**src/ndi_pkg.sv**
```systemverilog
`timescale 1ns / 1ps
package ndi_pkg;

  localparam int MAX_POINTS = 16;
  localparam int IDX_W      = $clog2(MAX_POINTS);
  localparam int CNT_W      = $clog2(MAX_POINTS + 1);
  localparam int DATA_W     = 32;
  localparam int FRAC_W     = 16;
  localparam int DIV_DEN_W  = DATA_W + 1;
  localparam int DIV_NUM_W  = DIV_DEN_W + FRAC_W;
  localparam int DIV_CNT_W  = $clog2(DIV_NUM_W + 1);
  localparam int ACC_W      = DATA_W + CNT_W;
  localparam int TOTAL_W    = 5;
  localparam int ACT_W      = 2;
  localparam int STAT_W     = 2;

  typedef enum logic [ACT_W-1:0] {
    ACT_ADD   = 2'd0,
    ACT_EVAL  = 2'd1,
    ACT_CLEAR = 2'd2
  } action_e;

  typedef enum logic [STAT_W-1:0] {
    ST_OK    = 2'd0,
    ST_FULL  = 2'd1,
    ST_DUP   = 2'd2,
    ST_EMPTY = 2'd3
  } status_e;

  typedef enum logic [1:0] {
    NODE_HOLD  = 2'd0,
    NODE_LEFT  = 2'd1,
    NODE_RIGHT = 2'd2
  } node_op_e;

  typedef struct packed {
    node_op_e node_op;
    logic     rc_shift;
  } cell_ctrl_t;

  // Clamp a signed 64-bit value into the signed data range.
  function automatic logic signed [DATA_W-1:0] sat_to_data(input logic signed [63:0] v);
    logic signed [DATA_W-1:0] r;
    r = v[DATA_W-1:0];
    if (!v[63] && (|v[62:DATA_W-1])) begin
      r = {1'b0, {(DATA_W-1){1'b1}}};
    end else if (v[63] && !(&v[62:DATA_W-1])) begin
      r = {1'b1, {(DATA_W-1){1'b0}}};
    end
    return r;
  endfunction

endpackage

```
**src/ndi_div.sv**
```systemverilog
`timescale 1ns / 1ps
module ndi_div (
  input  logic                                 clk_i,
  input  logic                                 rst_ni,
  input  logic                                 start_i,
  input  logic signed [ndi_pkg::DIV_NUM_W-1:0] num_i,
  input  logic signed [ndi_pkg::DIV_DEN_W-1:0] den_i,
  output logic                                 done_o,
  output logic signed [ndi_pkg::DATA_W-1:0]    quo_o
);
  import ndi_pkg::*;

  logic                   busy_q, busy_d;
  logic                   done_q, done_d;
  logic [DIV_CNT_W-1:0]   cnt_q, cnt_d;
  logic [DIV_DEN_W:0]     rem_q, rem_d;
  logic [DIV_NUM_W-1:0]   qn_q, qn_d;
  logic [DIV_DEN_W-1:0]   d_q, d_d;
  logic                   neg_q, neg_d;
  logic [DIV_DEN_W:0]     trial;
  logic [DIV_NUM_W-1:0]   lim;

  always_comb begin
    busy_d = busy_q;
    done_d = 1'b0;
    cnt_d  = cnt_q;
    rem_d  = rem_q;
    qn_d   = qn_q;
    d_d    = d_q;
    neg_d  = neg_q;
    trial  = {rem_q[DIV_DEN_W-1:0], qn_q[DIV_NUM_W-1]};
    if (start_i) begin
      neg_d  = num_i[DIV_NUM_W-1] ^ den_i[DIV_DEN_W-1];
      qn_d   = num_i[DIV_NUM_W-1] ? DIV_NUM_W'(-num_i) : DIV_NUM_W'(num_i);
      d_d    = den_i[DIV_DEN_W-1] ? DIV_DEN_W'(-den_i) : DIV_DEN_W'(den_i);
      rem_d  = '0;
      cnt_d  = DIV_CNT_W'(DIV_NUM_W);
      busy_d = 1'b1;
    end else if (busy_q) begin
      // one quotient bit a cycle, restoring form
      if (trial >= {1'b0, d_q}) begin
        rem_d = trial - {1'b0, d_q};
        qn_d  = {qn_q[DIV_NUM_W-2:0], 1'b1};
      end else begin
        rem_d = trial;
        qn_d  = {qn_q[DIV_NUM_W-2:0], 1'b0};
      end
      cnt_d = cnt_q - 1'b1;
      if (cnt_q == DIV_CNT_W'(1)) begin
        busy_d = 1'b0;
        done_d = 1'b1;
      end
    end
  end

  always_ff @(posedge clk_i or negedge rst_ni) begin
    if (!rst_ni) begin
      busy_q <= 1'b0;
      done_q <= 1'b0;
      cnt_q  <= '0;
    end else begin
      busy_q <= busy_d;
      done_q <= done_d;
      cnt_q  <= cnt_d;
    end
  end

  always_ff @(posedge clk_i) begin
    rem_q <= rem_d;
    qn_q  <= qn_d;
    d_q   <= d_d;
    neg_q <= neg_d;
  end

  // saturate the magnitude quotient into the signed data range
  always_comb begin
    lim = DIV_NUM_W'({1'b1, {(DATA_W-1){1'b0}}});
    if (neg_q) begin
      quo_o = (qn_q > lim) ? {1'b1, {(DATA_W-1){1'b0}}} : DATA_W'(-qn_q[DATA_W-1:0]);
    end else begin
      quo_o = (qn_q >= lim) ? {1'b0, {(DATA_W-1){1'b1}}} : qn_q[DATA_W-1:0];
    end
  end

  assign done_o = done_q;

endmodule

```
**config.mk**
```make
export PLATFORM = sky130hd
export DESIGN_NAME = ndi_div
export DESIGN_NICKNAME = d
export VERILOG_FILES = /design/src/ndi_pkg.sv /design/src/ndi_div.sv
export SDC_FILE = /design/constraint.sdc
export NUM_CORES = 1
export LEC_CHECK = 0
export BUFFER_PORTS_ARGS = -buffer_cell sky130_fd_sc_hd__buf_2
export CAP_MARGIN = 0
export CORE_UTILIZATION = 55
export CTS_BUF_LIST = sky130_fd_sc_hd__clkbuf_2 sky130_fd_sc_hd__clkbuf_4 sky130_fd_sc_hd__clkbuf_8
export DETAILED_ROUTE_END_ITERATION = 12
export HOLD_SLACK_MARGIN = 0.15
export PLACE_DENSITY = 0.73
export SLEW_MARGIN = 40
export SYNTH_ARGS = -nofsm -noshare
export SYNTH_HDL_FRONTEND = slang
export SYNTH_SLANG_ARGS = --single-unit
```
**constraint.sdc**
```tcl
create_clock -name clk_i -period 6.9 [get_ports clk_i]
set_input_delay 1.035 -clock clk_i [delete_from_list [all_inputs] [get_ports clk_i]]
set_output_delay 1.035 -clock clk_i [all_outputs]
set_load 0.01 [all_outputs]
```
==> run metrics, run 1 <==
status=finished clean; skew final=between 0.007 and 0.008 ns; Placer Congestion=about 0.9; critical path endpoint category=primary output; DIE AREA=0.0175 sq mm; Worst Path Max Fanout=25; Slew Viols, Final=0; largest net degree at the start of global routing=73; DRT iter0 DRCs=529; average size of a mapped cell=~8.5 sq um; row cnt=47; DIE HEIGHT=approximately 130 um; Area Growth Syn to Fin=11.5%; Sink Count=124; top sig layer=met4; Place WS=2.05 ns; setup bufs post-CTS=0; worst hold path type=in2async; number of flops mapped to enable cells by yosys=83; Port Buffers=~120; Tcrit/Tclk final=76.9%; Routed Antenna Nets=0; Main synth FF type=edfxtp_1; hold buffer count at CTS=0; DRC=0; met3 WL=~960 um; final hold vios=0; Pleak=4.19 nW; Max VDD drop=roughly 0.12 mV; H-tree depth=4; relative slew slack=a little under half; Power per Cell Area=about 180 mW/mm^2; Vias=~8200; Syn Nets=approximately 1200; routed length per instance=approximately 15 um; initial antenna violation count=0; Netlist Area Pre-Place=0.00932 sq mm; number of global-route vias before repair=between 7000 and 8000; core area=roughly 0.017 sq mm; most frequent cells in the layout=nand2_1 (125), buf_2 (115), nor2_1 (107); clock root buffer=clkbuf_8; worst reg2reg path depth=13; TritonRoute pass-1 iters=5; Worst Setup Start Kind=flip-flop; wl on met1=between 10 and 15 mm; minimum clock period after layout=around 5.3 ns; Reg clk slew, reported paths=0.07 ns; vias per inst=roughly 5.8; Die Wd=132 um; DR WL met2=9.84 mm; post-cts sizing count=0; Worst EP arrival=4.27 ns; clock buffer depth=2; io pins=118; DP HPWL=approximately 16 mm; n_diodes=0; Synthesis Warnings=0; first-pass GRT wire length=about 35 mm; Required @ worst endpoint=between 5 and 6 ns; Max Fclk=approximately 190 MHz; Slew @ Worst Pin=approximately 0.82 ns; final worst setup slack=between 1.5 and 2 ns; final setup fails=0; sequential fraction of the synthesis area=about 36%; critical path type=reg2out; CTS tree=done; share of cells above drive strength 1=approximately 15%; final wirelength=approximately 21 mm; MaxCap Viol Count=0; final setup TNS=0 ns; worst skew pair latency=around 0.44 ns; # nets final=between 1000 and 1500; Starting Density=56.2%; number of buffers created by CTS=17; Async SR Flop Fraction=under 10%; RSZ-0062 raised after global routing=false; Distinct cells, synth=74; post-synthesis cell count=roughly 1100; #FFs+latches synth=about 120; total gr overflow=0; most common cell after layout, fill and taps aside=nand2_1; GRT Util Overall=around 25%
==> cell families (layout without fill, tap and decap cells) <==
logic type | Yosys count | in the layout | synth area share (%)
AOI/OAI and AO/OA | 320 | 320 | 23.1
xor gates and xnor gates | 109 | 109 | 10.2
adders and majority gates | 39 | 39 | 5.32
buffers and inverters | 119 | 220 | 4.83
DFF | 124 | 124 | 36.0
muxes | 8 | 8 | 0.899
and+or+nand+nor | 375 | 375 | 19.7
==> stage by stage <==
step           cells  instance area, sq um  util [%]  total power, W  hold slack (ns)
3_5_place_dp    1383                 10000      60.5         0.00131            0.476
3_3_place_gp    1383                 10000      60.4         0.00130            0.467
6_report        1415                 10400      62.7         0.00189            0.425
4_1_cts         1415                 10400      62.7         0.00190            0.394
2_1_floorplan   1094                  9320         -         0.00118            0.449
5_1_grt         1415                 10400      62.7         0.00198            0.413
==> registers in the layout, indices dropped and copies added (netlist names) <==
name	flops
d_q	33
qn_q	49
done_o	1
neg_q	1
cnt_q	6
rem_q	33
busy_q	1
==> layout make-up <==
cell class                      count  area, sq um
Tap cell                          220          275
Clock inverter                     15          124
Timing Repair Buffer              123          636
Multi-Input combinational cell    851         5520
Fill cell                        1540         6190
Sequential cell                   124         3350
Inverter                           65          246
Clock buffer                       17          234
==> cells in the mapped netlist (all sizes together) (20+ instances only) <==
master | number | share of area (%)
nand2 | 125 | 5.0
nor2 | 108 | 4.3
a21oi | 102 | 5.5
edfxtp | 83 | 27
o21ai | 73 | 3.9
inv | 65 | 2.6
xor2 | 62 | 5.8
clkbuf | 47 | 1.9
xnor2 | 47 | 4.4
ha | 38 | 5.1
dfxtp | 33 | 7.1
o31ai | 30 | 2.8
nor3 | 27 | 1.5
or3 | 22 | 1.5
o311ai | 20 | 1.9
==> final timing paths <==
kind	startpoint	slack, ns	to
worst max-delay path	qn_q[1]$_DFFE_PP_	1.59	quo_o[8]
worst min-delay path	rst_ni	0.42	cnt_q[1]$_DFFE_PN0P_
worst max register to register	qn_q[48]$_DFFE_PP_	2.93	rem_q[15]$_SDFFE_PP0P_
worst min register to register	rem_q[3]$_SDFFE_PP0P_	0.49	rem_q[3]$_SDFFE_PP0P_
max in group asynchronous	rst_ni	6.30	cnt_q[3]$_DFFE_PN0P_
min in group clk_i	rem_q[3]$_SDFFE_PP0P_	0.49	rem_q[3]$_SDFFE_PP0P_
==> report_power, final <==
| group | switching [W] | internal (W) |
|---|---|---|
| combinational | 0.000216 | 0.000156 |
| clock | 0.000307 | 0.000282 |
| sequential | 0.0000568 | 0.000869 |
| total | 0.000580 | 0.00131 |
==> layer usage <==
layer	global-route usage [%]	vias to the layer above
li1	-	4198
met1	33.8	3736
met2	40.1	216
met3	3.92	19
met4	8.24	0
met5	0	-
==> worst max-delay path: stages, from the launching register on <==
cell and delay [ns]:
edfxtp_1 0.43, inv_1 0.10, ha_1 0.17, or3b_2 0.48, or3_1 0.40, nor3_2 0.38, nand3_1 0.13, a21o_1 0.44
inv_2 0.29, nand2_1 0.35, o311ai_0 0.45, buf_2 0.20
No activity file was read; power rests on OpenSTA's default activity.
==> inputs of run 2 (changes only) <==
--- a/config.mk
+++ b/config.mk
@@ -11,7 +11,7 @@
 export CTS_BUF_LIST = sky130_fd_sc_hd__clkbuf_2 sky130_fd_sc_hd__clkbuf_4 sky130_fd_sc_hd__clkbuf_8
 export DETAILED_ROUTE_END_ITERATION = 12
 export HOLD_SLACK_MARGIN = 0.15
-export PLACE_DENSITY = 0.73
+export PLACE_DENSITY = 0.76
 export SLEW_MARGIN = 40
 export SYNTH_ARGS = -nofsm -noshare
 export SYNTH_HDL_FRONTEND = slang
==> constraint.sdc (replaced) <==
create_clock -name clk_i -period 4.3 [get_ports clk_i]
set_input_delay 0.645 -clock clk_i [delete_from_list [all_inputs] [get_ports clk_i]]
set_output_delay 0.645 -clock clk_i [all_outputs]
set_load 0.01 [all_outputs]
==> run metrics, run 2 (same netlist as run 1, synthesis figures left out) <==
skew final=0.0121 ns (+0.00421 ns); final core occ=63.1% (+0.48 points); number of global-route vias before repair=7652 (+4.5%); row cnt=47 (unchanged); Pleak=4.24 nW (+1.3%); Worst Path Max Fanout=20 (-20%); Starting Density=56.2% (unchanged); Tcrit/Tclk final=a little over nine tenths; WP buf/inv=3 (unchanged); worst skew pair latency=0.44 ns (about the same); n_diodes=0 (unchanged); most common cell after layout, fill and taps aside=nand2_1; top flop regs=qn_q: 49 flops, d_q: 33 flops, rem_q: 33 flops; DIE AREA=0.0175 sq mm (unchanged); internal reg-to-reg setup slack=0.47 ns (-2.46 ns); Max Fclk=between 200 and 250 MHz; status=finished clean; core area=0.0166 sq mm (unchanged); DRT iter0 DRCs=617 (+17%); Placer Congestion=0.960 (+6.4%); Max VDD drop=0.202 mV (+74%); Area Growth Syn to Fin=12.4%; number of buffers created by CTS=17 (unchanged); routed length per instance=15.3 um (+1.5%); max FFs per register=49 (unchanged); Slew Viols, Final=0 (unchanged); largest net degree at the start of global routing=59 (-19%); Die Wd=132 um (unchanged); vias per inst=5.89 (+2.0%); initial antenna violation count=0 (unchanged); DRC=0 (unchanged); Vias=8369 (+2.4%); Worst Setup SP=qn_q[1]$_DFFE_PP_; r2r endpoint=rem_q[32]$_SDFFE_PP0P_; DIE HEIGHT=132 um (unchanged); Power per Cell Area=290 mW/mm^2 (+60%); TritonRoute pass-1 iters=5 (unchanged); H-tree depth=4 (unchanged); worst r2r src=qn_q[48]$_DFFE_PP_; MaxCap Viol Count=0 (unchanged); slowest cell on the critical path=or3b_2; Sink Count=124 (unchanged); final hold vios=0 (unchanged); RSZ-0062 raised after global routing=true; Port Buffers=117 (unchanged); crit path cell chain=inv_1 -> ha_1 -> or3b_2 -> or3_4 -> nor3_4 -> nand3_1 -> a21o_1 -> inv_2 -> nand2_4 -> o311ai_0 -> buf_2; critical path type=reg2out; Setup crit end=quo_o[12]; worst hold path type=in2reg; clock root buffer=clkbuf_8; global routing met3 resource utilization=3.61% (-0.31 points); overall power=0.00304 W (+61%); Worst EP arrival=3.48 ns (-0.79 ns); GR Util met1=32.5% (-1.3 points); Reg clk slew, reported paths=0.08 ns (about the same); Biggest register=qn_q; share of cells above drive strength 1=16.0% (+0.59 points); minimum clock period after layout=just over 4 ns; # nets final=1312 (+0.46%); worst reg2reg path depth=13 (unchanged); first-pass GRT wire length=35.6 mm (+1.3%); CTS tree=done; worst stage delay on the critical path=0.49 ns (about the same); DP HPWL=15.8 mm (+1.5%); GRT busiest layer=met2; met2 Usage GRT=41.1% (+1.1 points); Worst Setup Start Kind=flip-flop; hold_ws=0.447 ns (+0.0218 ns); most frequent cells in the layout=nand2_1 (124), buf_2 (115), nor2_1 (108); Slew @ Worst Pin=0.855 ns (+0.0329 ns); Required @ worst endpoint=3.65 ns (-2.21 ns); final wirelength=21.8 mm (+1.9%); critical path endpoint category=primary output; total gr overflow=0 (unchanged); io pins=118 (unchanged); GRT Util Overall=25.0% (+0.22 points); clock buffer depth=2 (unchanged); relative slew slack=42.9% (-2.2 points); Crit. path cell count=11 (unchanged); delay-heaviest family, CP=simple AND/OR/NAND/NOR gates; final setup fails=0 (unchanged); Routed Antenna Nets=0 (unchanged)
[run 2: metal layers]
metal  up-vias  routed length, um  part of all wire (%)
met5         -                  0                     0
met4         0                633                   2.9
met3        47               1010                   4.7
met2       255              10000                    46
met1      3852              10100                    46
li1       4215                  -                     -
[run 2: through the flow]
stage                     TNS (ns)  worst slack (ns)  cell area (sq um)  instances
after CTS                        0           0.00833              10400       1421
after detailed placement         0             0.153              10100       1387
after floorplan                  0             0.637               9320       1094
after global placement           0             0.342              10100       1387
final                            0             0.180              10500       1421
after global routing        -0.111           -0.0290              10500       1421
[run 2: how the worst min path moves through the flow]
| stage | slack (ns) | start | cells past startpoint | endpoint |
|---|---|---|---|---|
| floorplan | 0.35 | rst_ni | 0 | busy_q$_DFF_PN0_ |
| global placement | 0.47 | rem_q[21]$_SDFFE_PP0P_ | 1 | rem_q[21]$_SDFFE_PP0P_ |
| detailed placement | 0.47 | rem_q[32]$_SDFFE_PP0P_ | 2 | rem_q[32]$_SDFFE_PP0P_ |
| CTS | 0.41 | den_i[0] | 1 | d_q[0]$_DFFE_PP_ |
| global route | 0.44 | den_i[0] | 1 | d_q[0]$_DFFE_PP_ |
| finish | 0.45 | den_i[0] | 1 | d_q[0]$_DFFE_PP_ |
[run 2: timing repair]
action	in CTS	in global routing
endpoints found under the hold margin	8	0
hold buffers	1	0
buffers inserted	1	0
pin swaps	1	1
endpoints found under the setup margin	21	21
resized for setup	4	7
[run 2: worst reg2reg max path, cell delays in order, from the launching register on]
cell and delay (ns):
edfxtp_1 0.42, inv_1 0.08, ha_1 0.16, inv_1 0.05, fa_1 0.41, a211oi_1 0.36
o21ai_0 0.15, a21oi_1 0.29, a31oi_1 0.27, a21oi_1 0.28, o21ai_0 0.24, a221oi_1 0.41
mux2_2 0.38, o32ai_1 0.24
[run 2: layout make-up]
class / instances / area [sq um]
fillers: 1478 / 6110
repair buffers: 129 / 683
clock inverters: 12 / 98.8
inverters: 65 / 246
well taps: 220 / 275
clock buffers: 20 / 263
multi-input cells: 851 / 5550
flip-flops and latches: 124 / 3350
[run 2: report_power, final]
group          internal [W]  total [W]  switching (W)
clock              0.000476   0.000943       0.000467
sequential          0.00140    0.00149      0.0000981
combinational      0.000253   0.000598       0.000346
total               0.00212    0.00304       0.000911
==> inputs of run 3 (changes only) <==
--- a/config.mk
+++ b/config.mk
@@ -7,11 +7,11 @@
 export LEC_CHECK = 0
 export BUFFER_PORTS_ARGS = -buffer_cell sky130_fd_sc_hd__buf_2
 export CAP_MARGIN = 0
-export CORE_UTILIZATION = 55
+export CORE_UTILIZATION = 40
 export CTS_BUF_LIST = sky130_fd_sc_hd__clkbuf_2 sky130_fd_sc_hd__clkbuf_4 sky130_fd_sc_hd__clkbuf_8
 export DETAILED_ROUTE_END_ITERATION = 12
 export HOLD_SLACK_MARGIN = 0.15
-export PLACE_DENSITY = 0.76
+export PLACE_DENSITY = 0.58
 export SLEW_MARGIN = 40
 export SYNTH_ARGS = -nofsm -noshare
 export SYNTH_HDL_FRONTEND = slang
==> run metrics, run 3 (same netlist as run 1, synthesis figures left out) <==
status=finished clean; switching pwr=0.000925 W (+1.6%); final setup fails=0 (unchanged); crit path cell chain=inv_1 -> ha_1 -> or3b_2 -> or3_4 -> nor3_4 -> nand3_1 -> a21o_1 -> inv_2 -> nand2_4 -> o311ai_0 -> buf_2; TritonRoute pass-1 iters=5 (unchanged); worst reg2reg path depth=13 (unchanged); r2r endpoint=rem_q[26]$_SDFFE_PP0P_; WP buf/inv=3 (unchanged); clock root buffer=clkbuf_8; most frequent cells in the layout=nand2_1 (124), buf_2 (115), nor2_1 (106); Required @ worst endpoint=3.65 ns (about the same); Slew Viols, Final=0 (unchanged); Area Growth Syn to Fin=14.2%; skew final=0.0141 ns (+0.00198 ns); critical path type=reg2out; WHS Path Cells=1 (unchanged); DP Area=0.0102 sq mm (+1.3%); first-pass GRT wire length=37.2 mm (+4.6%); slowest cell on the critical path=or3b_2; row cnt=55 (+17%); critical path endpoint category=primary output; routed length per instance=15.0 um (-2.2%); top flop regs=qn_q: 49 flops, d_q: 33 flops, rem_q: 33 flops; worst stage delay on the critical path=0.49 ns (about the same); number of global-route vias before repair=7414 (-3.1%); DRC=0 (unchanged); worst skew pair latency=0.45 ns (about the same); Routed Antenna Nets=0 (unchanged); DP HPWL=16.8 mm (+5.9%); Vias=8093 (-3.3%); Worst Path Max Fanout=20 (unchanged); Hold Path End=d_q[0]$_DFFE_PP_; minimum clock period after layout=4.14 ns (+0.0242 ns); DRT iter0 DRCs=562 (-8.9%); MaxCap Viol Count=0 (unchanged); total gr overflow=0 (unchanged); Placer Congestion=0.863 (-10%); RSZ-0062 raised after global routing=true; initial antenna violation count=0 (unchanged); GRT Util Overall=19.2% (-5.8 points); io pins=118 (unchanged); H-tree depth=4 (unchanged); Biggest register=qn_q; design area=0.0106 sq mm (+1.7%); proportion of power drawn by flip-flops and latches=48.3% (-0.9 points); clock buffer depth=2 (unchanged); Slew @ Worst Pin=0.777 ns (-0.0787 ns); number of buffers created by CTS=17 (unchanged); DIE HEIGHT=155 um (+17%); overall power=0.00309 W (+1.9%); Starting Density=40.9% (-15 points); Pleak=4.27 nW (+0.71%); Max Fclk=241 MHz (-0.58%); most common cell after layout, fill and taps aside=nand2_1; Clock power frac=32.4% (+1.3 points); Comb power frac=19.3% (-0.4 points); hold path start=den_i[0]; worst r2r src=qn_q[48]$_DFFE_PP_; DIE AREA=0.0239 sq mm (+37%); Worst Setup SP=qn_q[0]$_DFFE_PP_; max FFs per register=49 (unchanged); vias per inst=5.33 (-9.5%); Sw Share=29.9% (-0.11 points); Worst EP arrival=3.50 ns (+0.02 ns); delay-heaviest family, CP=simple AND/OR/NAND/NOR gates; Port Buffers=117 (unchanged); final wirelength=22.8 mm (+4.5%); largest net degree at the start of global routing=74 (+25%); Worst Setup Start Kind=flip-flop; final hold vios=0 (unchanged); internal power=0.00217 W (+2.1%); relative slew slack=48.2% (+5.4 points); Reg clk slew, reported paths=0.08 ns (about the same); # nets final=1315 (+0.23%); worst hold path type=in2reg; core area=0.0228 sq mm (+37%); Tcrit/Tclk final=96.4% (+0.56 points); Die Wd=155 um (+17%); CTS tree=done; share of cells above drive strength 1=16.5% (+0.54 points); Max VDD drop=0.163 mV (-19%); internal reg-to-reg setup slack=0.41 ns (-0.06 ns); Sink Count=124 (unchanged); Power per Cell Area=291 mW/mm^2 (+0.26%)
## run 3: through the flow
| step | util [%] | setup WS [ns] | hold slack [ns] | cells | TNS, ns |
|---|---|---|---|---|---|
| 2_1_floorplan | - | 0.637 | 0.349 | 1094 | 0 |
| 3_3_place_gp | 44.7 | 0.299 | 0.467 | 1480 | 0 |
| 3_5_place_dp | 44.7 | 0.187 | 0.473 | 1480 | 0 |
| 4_1_cts | 46.5 | 0.0567 | 0.408 | 1514 | 0 |
| 5_1_grt | 46.7 | -0.0716 | 0.413 | 1517 | -0.601 |
| 6_report | 46.7 | 0.155 | 0.436 | 1518 | 0 |
## run 3: per-layer routing
| layer | up-vias | part of all wire (%) | global-route usage [%] |
|---|---|---|---|
| met5 | - | 0 | 0 |
| met4 | 0 | 1.3 | 5.70 |
| met3 | 22 | 3.9 | 2.41 |
| met2 | 176 | 44 | 30.4 |
| met1 | 3677 | 50 | 27.2 |
| li1 | 4218 | - | - |
## run 3: repair_timing
action	in CTS	in global routing
buffers inserted	1	3
gates resized for setup	4	8
pin swaps	1	1
setup endpoints to repair	21	22
hold buffers	1	0
hold endpoints to repair	8	0
## run 3: area by class of cell
class                           count  area, sq um
Antenna cell                        1         2.50
Clock buffer                       19          249
Clock inverter                     13          128
Fill cell                        2239        12100
Inverter                           65          246
Multi-Input combinational cell    851         5570
Sequential cell                   124         3350
Tap cell                          313          392
Timing Repair Buffer              132          706
## run 3: how the worst max path moves through the flow
stage,to,slack [ns],cells after the start
final,quo_o[2],0.16,11
after global routing,quo_o[2],-0.07,11
after CTS,quo_o[2],0.06,11
after detailed placement,quo_o[19],0.19,11
after global placement,quo_o[2],0.30,11
after floorplan,quo_o[10],0.64,11
## run 3: worst reg2reg max path, stage by stage (launching register included)
cell and delay, ns:
edfxtp_1 0.43, inv_1 0.08, ha_1 0.16, inv_1 0.05
fa_1 0.41, a211oi_1 0.32, o21ai_0 0.15, a21oi_1 0.29
a31oi_1 0.28, a211oi_1 0.56, or2_1 0.41, buf_4 0.29
nand2_1 0.08, a311oi_1 0.29
## run 3: power groups by stage
stage	clock network, W	logic (W)	registers, W
5_1_grt	0.00108	0.000674	0.00151
4_1_cts	0.00104	0.000594	0.00149
3_5_place_dp	0	0.000590	0.00152
6_report	0.00100	0.000598	0.00150
2_1_floorplan	0	0.000415	0.00147
3_3_place_gp	0	0.000588	0.00151
